## src/hw/rtl/mexp_pkg.sv

```systemverilog
// ============================================================================
// Modular exponentiation package
// Widths, types and sequencer states shared by the modular exponentiation block.
// ============================================================================
`timescale 1ns / 1ps

package mexp_pkg;

    localparam int OPERAND_WIDTH  = 32;
    localparam int EXPONENT_WIDTH = 32;
    localparam int FIELD_WIDTH    = 32;
    localparam int MUL_CNT_W      = $clog2(OPERAND_WIDTH);

    typedef logic [OPERAND_WIDTH-1:0]  operand_t;
    typedef logic [EXPONENT_WIDTH-1:0] exponent_t;
    typedef logic [FIELD_WIDTH-1:0]    field_t;

    localparam operand_t UNITY = operand_t'(1);

    typedef enum logic [2:0] {
        ST_IDLE,
        ST_REDUCE,
        ST_STEP,
        ST_MULT,
        ST_SQUARE,
        ST_FINISH
    } mexp_state_t;

    typedef struct packed {
        logic     start;
        operand_t multiplier;
        operand_t multiplicand;
    } mul_req_t;

    typedef struct packed {
        logic     busy;
        logic     done;
        operand_t product;
    } mul_rsp_t;

endpackage

```

## src/hw/rtl/mexp_channels.sv

```systemverilog
// ============================================================================
// Modular exponentiation channels
// Valid/ready channels for operand items and result items.
// ============================================================================
`timescale 1ns / 1ps

interface mexp_req_if;
    logic                valid;
    logic                ready;
    mexp_pkg::field_t    base_value;
    mexp_pkg::field_t    exponent_value;
    mexp_pkg::field_t    modulus_value;

    modport source (output valid, output base_value, output exponent_value,
                    output modulus_value, input ready);
    modport sink   (input valid, input base_value, input exponent_value,
                    input modulus_value, output ready);
endinterface

interface mexp_rsp_if;
    logic                valid;
    logic                ready;
    mexp_pkg::field_t    power_result;
    logic                modulus_error;

    modport source (output valid, output power_result, output modulus_error, input ready);
    modport sink   (input valid, input power_result, input modulus_error, output ready);
endinterface

```

## src/hw/rtl/mexp_mulmod.sv

```systemverilog
// ============================================================================
// Modular multiplier
// Bit-serial interleaved multiply and reduce, one multiplier bit per cycle.
// ============================================================================
`timescale 1ns / 1ps

module mexp_mulmod
(
    input  logic                clk,
    input  logic                rst_n,
    input  mexp_pkg::mul_req_t  req,
    input  mexp_pkg::operand_t  modulus,
    output mexp_pkg::mul_rsp_t  rsp
);

    localparam int SW = mexp_pkg::OPERAND_WIDTH + 3;

    logic                           busy_reg, busy_next;
    logic                           done_reg, done_next;
    logic [mexp_pkg::MUL_CNT_W-1:0] cnt_reg, cnt_next;
    mexp_pkg::operand_t             a_reg, a_next;
    mexp_pkg::operand_t             b_reg, b_next;
    mexp_pkg::operand_t             r_reg, r_next;

    logic [SW-1:0]                  sum;
    logic [SW-1:0]                  diff1;
    logic [SW-1:0]                  diff2;
    mexp_pkg::operand_t             step;

    // The partial remainder stays below the modulus, so the sum stays below
    // three times the modulus and one of three candidates is the reduced value.
    always_comb
    begin
        sum   = {2'b00, r_reg, 1'b0}
              + (a_reg[mexp_pkg::OPERAND_WIDTH-1] ? {3'b000, b_reg} : '0);
        diff1 = sum - {3'b000, modulus};
        diff2 = sum - {2'b00, modulus, 1'b0};
        if (!diff2[SW-1])
        begin
            step = diff2[mexp_pkg::OPERAND_WIDTH-1:0];
        end
        else if (!diff1[SW-1])
        begin
            step = diff1[mexp_pkg::OPERAND_WIDTH-1:0];
        end
        else
        begin
            step = sum[mexp_pkg::OPERAND_WIDTH-1:0];
        end
    end

    always_comb
    begin
        busy_next = busy_reg;
        done_next = 1'b0;
        cnt_next  = cnt_reg;
        a_next    = a_reg;
        b_next    = b_reg;
        r_next    = r_reg;
        if (busy_reg)
        begin
            r_next = step;
            a_next = {a_reg[mexp_pkg::OPERAND_WIDTH-2:0], 1'b0};
            if (cnt_reg == '0)
            begin
                busy_next = 1'b0;
                done_next = 1'b1;
            end
            else
            begin
                cnt_next = cnt_reg - 1'b1;
            end
        end
        else if (req.start)
        begin
            busy_next = 1'b1;
            cnt_next  = mexp_pkg::MUL_CNT_W'(mexp_pkg::OPERAND_WIDTH - 1);
            a_next    = req.multiplier;
            b_next    = req.multiplicand;
            r_next    = '0;
        end
    end

    always_ff @(posedge clk or negedge rst_n)
    begin
        if (!rst_n)
        begin
            busy_reg <= 1'b0;
            done_reg <= 1'b0;
            cnt_reg  <= '0;
        end
        else
        begin
            busy_reg <= busy_next;
            done_reg <= done_next;
            cnt_reg  <= cnt_next;
        end
    end

    always_ff @(posedge clk)
    begin
        a_reg <= a_next;
        b_reg <= b_next;
        r_reg <= r_next;
    end

    assign rsp.busy    = busy_reg;
    assign rsp.done    = done_reg;
    assign rsp.product = r_reg;

endmodule

```

## src/hw/rtl/modular_exponentiation_top.sv

```systemverilog
// ============================================================================
// Modular exponentiation top level
// Computes base to the exponent modulo modulus by right-to-left square and
// multiply over a shared bit-serial modular multiplier.
// ============================================================================
// Usage:
// The request channel carries a base, an exponent and a modulus in one
// transfer. The response channel returns the power and an error flag that
// is set, with a zero power, when the modulus is zero.
// Request ready is high only while the sequencer is idle, so one item is in
// work at a time. Each modular multiplication runs in the shared multiplier
// one multiplier bit per cycle, plus the hand-off.
// An item costs one multiplication to reduce the base, one squaring for each
// exponent bit below the highest set bit, one multiplication for each set bit
// and one pass through the step state for each exponent bit. Request ready
// returns high as the result is loaded into the output register. A zero
// modulus goes from the transfer straight to the finish state, and a zero
// exponent finishes after the base is reduced and the step state is passed.
// A finished result waits in an output register, and the next request is
// taken while it waits. If the receiver stalls, the following result holds
// in the sequencer until the output register frees up.
// Reset clears the sequencer and the output valid and drops any item in work.
// ============================================================================
`timescale 1ns / 1ps

module modular_exponentiation_top
(
    input  logic       clk,
    input  logic       rst_n,
    mexp_req_if.sink   request,
    mexp_rsp_if.source response
);

    mexp_pkg::mexp_state_t state_reg, state_next;
    mexp_pkg::operand_t    base_reg, base_next;
    mexp_pkg::operand_t    acc_reg, acc_next;
    mexp_pkg::operand_t    mod_reg, mod_next;
    mexp_pkg::exponent_t   exp_reg, exp_next;
    logic                  err_reg, err_next;

    logic                  out_valid_reg, out_valid_next;
    mexp_pkg::field_t      out_result_reg, out_result_next;
    logic                  out_error_reg, out_error_next;

    mexp_pkg::mul_req_t    mul_req;
    mexp_pkg::mul_rsp_t    mul_rsp;

    logic                  accept;
    logic                  out_free;
    mexp_pkg::operand_t    base_in;
    mexp_pkg::operand_t    mod_in;
    mexp_pkg::operand_t    unity_mod;

    mexp_mulmod u_mulmod
    (
        .clk     (clk),
        .rst_n   (rst_n),
        .req     (mul_req),
        .modulus (mod_reg),
        .rsp     (mul_rsp)
    );

    assign request.ready = (state_reg == mexp_pkg::ST_IDLE);
    assign accept        = request.valid && request.ready;
    assign out_free      = !out_valid_reg || response.ready;
    assign base_in       = mexp_pkg::operand_t'(request.base_value);
    assign mod_in        = mexp_pkg::operand_t'(request.modulus_value);
    assign unity_mod     = (mod_in == mexp_pkg::UNITY) ? '0 : mexp_pkg::UNITY;

    always_comb
    begin
        state_next           = state_reg;
        base_next            = base_reg;
        acc_next             = acc_reg;
        mod_next             = mod_reg;
        exp_next             = exp_reg;
        err_next             = err_reg;
        out_valid_next       = out_valid_reg && !response.ready;
        out_result_next      = out_result_reg;
        out_error_next       = out_error_reg;
        mul_req.start        = 1'b0;
        mul_req.multiplier   = acc_reg;
        mul_req.multiplicand = base_reg;

        unique case (state_reg)
            mexp_pkg::ST_IDLE:
            begin
                if (accept)
                begin
                    base_next = base_in;
                    mod_next  = mod_in;
                    exp_next  = mexp_pkg::exponent_t'(request.exponent_value);
                    if (mod_in == '0)
                    begin
                        acc_next   = '0;
                        err_next   = 1'b1;
                        state_next = mexp_pkg::ST_FINISH;
                    end
                    else
                    begin
                        acc_next             = unity_mod;
                        err_next             = 1'b0;
                        mul_req.start        = 1'b1;
                        mul_req.multiplier   = base_in;
                        mul_req.multiplicand = unity_mod;
                        state_next           = mexp_pkg::ST_REDUCE;
                    end
                end
            end
            mexp_pkg::ST_REDUCE:
            begin
                if (mul_rsp.done)
                begin
                    base_next  = mul_rsp.product;
                    state_next = mexp_pkg::ST_STEP;
                end
            end
            mexp_pkg::ST_STEP:
            begin
                if (exp_reg == '0)
                begin
                    state_next = mexp_pkg::ST_FINISH;
                end
                else if (exp_reg[0])
                begin
                    mul_req.start = 1'b1;
                    state_next    = mexp_pkg::ST_MULT;
                end
                else
                begin
                    mul_req.start        = 1'b1;
                    mul_req.multiplier   = base_reg;
                    mul_req.multiplicand = base_reg;
                    state_next           = mexp_pkg::ST_SQUARE;
                end
            end
            mexp_pkg::ST_MULT:
            begin
                if (mul_rsp.done)
                begin
                    acc_next = mul_rsp.product;
                    if ((exp_reg >> 1) == '0)
                    begin
                        state_next = mexp_pkg::ST_FINISH;
                    end
                    else
                    begin
                        mul_req.start        = 1'b1;
                        mul_req.multiplier   = base_reg;
                        mul_req.multiplicand = base_reg;
                        state_next           = mexp_pkg::ST_SQUARE;
                    end
                end
            end
            mexp_pkg::ST_SQUARE:
            begin
                if (mul_rsp.done)
                begin
                    base_next  = mul_rsp.product;
                    exp_next   = exp_reg >> 1;
                    state_next = mexp_pkg::ST_STEP;
                end
            end
            mexp_pkg::ST_FINISH:
            begin
                if (out_free)
                begin
                    out_valid_next  = 1'b1;
                    out_result_next = mexp_pkg::field_t'(acc_reg);
                    out_error_next  = err_reg;
                    state_next      = mexp_pkg::ST_IDLE;
                end
            end
            default:
            begin
                state_next = mexp_pkg::ST_IDLE;
            end
        endcase
    end

    always_ff @(posedge clk or negedge rst_n)
    begin
        if (!rst_n)
        begin
            state_reg     <= mexp_pkg::ST_IDLE;
            out_valid_reg <= 1'b0;
        end
        else
        begin
            state_reg     <= state_next;
            out_valid_reg <= out_valid_next;
        end
    end

    always_ff @(posedge clk)
    begin
        base_reg       <= base_next;
        acc_reg        <= acc_next;
        mod_reg        <= mod_next;
        exp_reg        <= exp_next;
        err_reg        <= err_next;
        out_result_reg <= out_result_next;
        out_error_reg  <= out_error_next;
    end

    assign response.valid         = out_valid_reg;
    assign response.power_result  = out_result_reg;
    assign response.modulus_error = out_error_reg;

endmodule

```

## src/flat_wrapper.sv

```systemverilog
// flat-port wrapper written by rule: the top's interface ports become plain ports
module modular_exponentiation_top_flat 
  (clk, rst_n, request_valid, request_base_value, request_exponent_value, request_modulus_value, request_ready, response_valid, response_power_result, response_modulus_error, response_ready);
  mexp_req_if request_i ();
  mexp_rsp_if response_i ();
  input  logic clk;
  input  logic rst_n;
  input wire logic [$bits(request_i.valid)-1:0] request_valid;
  input wire logic [$bits(request_i.base_value)-1:0] request_base_value;
  input wire logic [$bits(request_i.exponent_value)-1:0] request_exponent_value;
  input wire logic [$bits(request_i.modulus_value)-1:0] request_modulus_value;
  output wire logic [$bits(request_i.ready)-1:0] request_ready;
  output wire logic [$bits(response_i.valid)-1:0] response_valid;
  output wire logic [$bits(response_i.power_result)-1:0] response_power_result;
  output wire logic [$bits(response_i.modulus_error)-1:0] response_modulus_error;
  input wire logic [$bits(response_i.ready)-1:0] response_ready;
  assign request_i.valid = request_valid;
  assign request_i.base_value = request_base_value;
  assign request_i.exponent_value = request_exponent_value;
  assign request_i.modulus_value = request_modulus_value;
  assign request_ready = request_i.ready;
  assign response_valid = response_i.valid;
  assign response_power_result = response_i.power_result;
  assign response_modulus_error = response_i.modulus_error;
  assign response_i.ready = response_ready;
  modular_exponentiation_top u_core (.clk(clk), .rst_n(rst_n), .request(request_i), .response(response_i));
endmodule
```

## config.mk

```make
export PLATFORM = sky130hd
export DESIGN_NAME = modular_exponentiation_top_flat
export DESIGN_NICKNAME = d
export VERILOG_FILES = /design/src/hw/rtl/mexp_pkg.sv /design/src/hw/rtl/mexp_channels.sv /design/src/hw/rtl/mexp_mulmod.sv /design/src/hw/rtl/modular_exponentiation_top.sv /design/src/flat_wrapper.sv
export SDC_FILE = /design/constraint.sdc
export NUM_CORES = 1
export LEC_CHECK = 0
export BUFFER_PORTS_ARGS = -buffer_cell sky130_fd_sc_hd__buf_2
export CORE_MARGIN = 2
export CORE_UTILIZATION = 55
export DETAILED_ROUTE_END_ITERATION = 10
export PLACE_DENSITY = 0.77
export SLEW_MARGIN = 20
export SYNTH_ARGS = -nofsm -noshare
export SYNTH_HDL_FRONTEND = slang
export SYNTH_HIERARCHICAL = 1
export SYNTH_SLANG_ARGS = --single-unit
```

## constraint.sdc

```tcl
create_clock -name clk -period 4.8 [get_ports clk]
set_clock_uncertainty 0.15 [all_clocks]
set_input_delay 0.48 -clock clk [delete_from_list [all_inputs] [get_ports clk]]
set_output_delay 0.48 -clock clk [all_outputs]
set_load 0.05 [all_outputs]
```

# Yosys cells after proc, flatten, opt, wreduce, memory -nomap -nowiden
# Cells that the tools add are included.
# W data, S select, Z words.
# word_totals
in_bits	100
output_inout_bits	35
register_bits	269
wordCells	100
# op_classes
n_mux	44
bitwise	1
eq_ne	12
reduce_logical	23
addsub	4
# op_table
cell	n
$mux W32	13
$mux W65	5
$pmux W65 S3	1
$pmux W32 S2	3
$logic_not A32 Y1	3
$mux W64	1
$add A33 B35 Y35	1
$sub A35 B32 Y35	1
$sub A35 B33 Y35	1
$eq A32 B1 Y1 const B	1
$mux W3	7
$mux W5	3
$pmux W3 S5	1
$mux W1	10
$reduce_and A3 Y1	3
$ne A2 B2 Y1 const B	4
$reduce_and A2 Y1	4
$reduce_bool A2 Y1	4
$eq A3 B2 Y1 const B	2
$eq A3 B3 Y1 const B	2
$logic_not A5 Y1	1
$sub A5 B1 Y5 const B	1
$ne A2 B1 Y1 const B	2
$reduce_and A4 Y1	1
other kinds (7)	9

# Depth between registers and ports, before layout
# logic_depth
depth_word	7
mapped_depth	24
mapped_depth_nobuf	23

# By module
# Netlist, hierarchy kept.
# modules_own_cells
module	n_inst	area_each_um2	cells_each	seq_area_each_um2
mexp_mulmod	1	9360.2	1056	3047.9
modular_exponentiation_top	1	7284.5	468	4964.8

# Worst setup path before layout
# Ideal clock, no wire load.
# synth_path
path_kind	flip-flop to flip-flop
from	register u_core.u_mulmod.a_reg[31]
to	register u_core.u_mulmod.r_reg[10] (data pin)
n_path_buf	3
t_required_ps	4378
slack_ps	-429
setup_time_ps	272
synth_period_minus_slack_ps	5229
path_stages_with_launch	22
arrival_time_ps	4807
path_cell_list	edfxtp_1 clkbuf_1 and2_1 ha_1 a21oi_1 o22ai_1 a311o_1 o21ai_0 o21ai_0 xnor2_1 ha_1 buf_4 and2_1 nand3_1 or3_1 o221ai_1 o21ai_1 a22o_1 o311a_1 nand2_1 clkbuf_1 o32ai_1
# synth_via
elab_chain_cells	6
elab_cells_between_ends	7
classes_between	add/sub: 3; mux: 4
# synth_lines
item	line_no	source
start: declaration	mexp_mulmod.sv:21	mexp_pkg::operand_t a_reg, a_next;
start signal: assignment	mexp_mulmod.sv:102	a_reg <= a_next;
$mux W32 (*)	mexp_mulmod.sv:35	+ (a_reg[mexp_pkg::OPERAND_WIDTH-1] ? {3'b000, b_reg} : '0);
$add A33 B35 Y35 (*)	mexp_mulmod.sv:35	
$sub A35 B32 Y35	mexp_mulmod.sv:36	diff1 = sum - {3'b000, modulus};
$mux W32	mexp_mulmod.sv:42	else if (!diff1[SW-1])
$mux W32 (*)	mexp_mulmod.sv:38	if (!diff2[SW-1])
$mux W32 (*)	mexp_mulmod.sv:60	if (busy_reg)
end signal: assignment	mexp_mulmod.sv:104	r_reg <= r_next;
end: declaration	mexp_mulmod.sv:23	mexp_pkg::operand_t r_reg, r_next;
# Mark *: on every way between the ends. The rest lies on a longest branch, timed or not.
# A chain may end at the register's enable or synchronous reset.

# Worst setup path after layout
# layout_path
from	register u_core.u_mulmod.a_reg[31]
to	register u_core.u_mulmod.r_reg[16] (data pin)
# The elaborated chain is that of the path after synthesis.

==> out/metrics.cfg <==
[cells_and_area]
utilization = 0.740
fin_area_sq_mm = 0.0220
layout_commonest_cell = buf_4
final_cell_mix = buf_4 (272), edfxtp_1 (257), buf_2 (134)
area_growth_pct = 32.1
final_cells = 2362
layout-drive-gt1-share = 0.343
nets = 2149
fill_cells = 1945

[sta]
period_minus_slack_ps = 5280
slew_headroom = 0.398
max_slew.worst_pin.slew_ps = 903
hold_viol = 0
tns_ps = -13110
setup-violations-final = 32
fin_crit_sh = 1.10
setup_slack_ps = -479
clock.fmax_ghz = 0.189
rsz0062_at_grt = yes
maxSlewViolCount = 0

[detailed_routing]
vias = 14200
wirelength_mm = 48.0
drt_first_pass_iters = 8
route.detailed.drc = 0
drt_iter0_markers = 1400
wl_per_cell_microns = 20.3
postRouteAntennaNets = 0
via_per_inst = 6.01

[power_and_ir_drop]
power_density_mw_per_mm2 = 215
power_mw = 4.72
leakage_nw = 8.85
vdd_drop_max_uv = 273

[floorplanning]
die_w_microns = 178
initial_core_util = 0.560
core_region_area_sq_mm = 0.0297
io-pin-count = 135
num_rows = 63
fp.dieH_microns = 178
die_area_sq_mm = 0.0317

[critical_path]
cpMostUsedCell = buf_4
rr_endpoint = u_core/u_mulmod/r_reg[16]
crit_type = flop to flop
critical_path_arrival_ps = 5420
crit_chain = and2_4, ha_4, buf_4, buf_4, a211oi_2, o21bai_1, a311o_1, o21a_1, o211a_4, o31ai_1, buf_4, xnor2_2, ha_1, buf_4, nand3_1, o31ai_2, a21o_1, nand3_2, o211ai_4, buf_12, mux2i_2, o22ai_2
r2r_start = u_core/u_mulmod/a_reg[31]
cp_data_required_time_ps = 4940
cp-end-kind = flop
cp-start-kind = flop
crit_slowest_cell = edfxtp_1
r2r_cells = 22
worstPathMaxFanout = 8
ff2ff_setup_slack_ps = -480
max_stage_delay_ps = 460

[placement]
place_inst = 2239
gp_congestion = 0.907
hpwl_mm = 33.3
placed_area_sq_mm = 0.0196
io_buffers = 134

[clock_network]
cts_made_buffers = 29
cts.reportedPaths.clkPinSlew_ps = 60
htreeDepth = 1
cts.path.max_buffers = 3
cts_tree = yes
clock_sinks = 269
cts_root_buf = clkbuf_16
clock_latency_ps = 570

[global_route]
grt_pass1_vias = 13700
grt_max_degree = 64
grt_pass1_wl_mm = 72.6
grt_antenna_before_repair = 3
grt_usage = 0.293
overflow = 0

[min_path]
hp-class = input pin to flop
min_from = request_modulus_value[0]
hold_path_depth = 1
worst_hold_path.endpoint = u_core/mod_reg[0]

[run]
drv_cap = 0

[status]
status = complete, but fails checks
violations = setup timing

[yosys]
avgSynthCellArea_sq_um = 10.9
synth_area_sq_mm = 0.0166
yosys_warnings = 6
synthesis.nets = 1723
synth_cells = 1523

-- worst max-delay path: cells and delay by family (launching register included) --
family | cells | cell delay [ps]
fa+ha+maj | 2 | 530
flops | 1 | 460
xor+xnor | 1 | 120
mux | 1 | 220
buf+inv | 5 | 790
simple gates | 3 | 420
compound gates | 10 | 2310
-- layout make-up --
cell class | count | area, sq um | share of cell area
Multi-Input combinational cell | 1109 | 8920 | 0.406
Inverter | 81 | 304 | 0.0138
Timing Repair Buffer | 459 | 3370 | 0.153
Clock inverter | 14 | 118 | 0.00535
Antenna cell | 1 | 2.50 | 0.000114
Tap cell | 390 | 488 | 0.0222
Sequential cell | 269 | 8010 | 0.365
Clock buffer | 39 | 763 | 0.0347
-- per-layer routing --
layer | GRT usage | share of wire | wire (microns) | up-vias
met5 | 0 | 0.00056 | 27 | -
li1 | - | - | - | 6623
met4 | 0.0898 | 0.033 | 1580 | 4
met2 | 0.471 | 0.46 | 22300 | 648
met3 | 0.0486 | 0.077 | 3710 | 111
met1 | 0.407 | 0.42 | 20400 | 6810
-- worst max path at each step --
stage	start	endpoint	slack, ps
2_1_floorplan	u_core/u_mulmod/a_reg[31]	u_core/u_mulmod/r_reg[31]	-40
3_3_place_gp	u_core/u_mulmod/a_reg[31]	u_core/u_mulmod/r_reg[27]	-530
3_5_place_dp	u_core/u_mulmod/a_reg[31]	u_core/u_mulmod/r_reg[27]	-660
4_1_cts	u_core/u_mulmod/a_reg[31]	u_core/u_mulmod/r_reg[31]	-450
5_1_grt	u_core/u_mulmod/a_reg[31]	u_core/u_mulmod/r_reg[12]	-640
6_report	u_core/u_mulmod/a_reg[31]	u_core/u_mulmod/r_reg[16]	-480
-- timing repair --
item | 4_1_cts | 5_1_grt
buffers inserted | 21 | 16
gates resized for setup | 67 | 74
hold buffers | 32 | 0
setup endpoints to repair | 32 | 32
cloned | 2 | 3
pin swaps | 47 | 56
endpoints found under the hold margin | 42 | 0
-- through the flow --
| stage | setup WS (ps) | hold WS, ps |
|---|---|---|
| after floorplan | -38.8 | 34.4 |
| after global placement | -527 | 211 |
| after detailed placement | -662 | 213 |
| after CTS | -449 | 25.5 |
| after global routing | -643 | 38.9 |
| final | -479 | 46.9 |
-- power by group --
part	switching [mW]	internal, mW	leakage (nW)
sequential	0.0000000000000000150	2.54	2.32
combinational	0.0354	0.0568	6.10
clock	0.914	1.18	0.426
total	0.950	3.77	8.85
No activity file was read; power rests on OpenSTA's default activity.
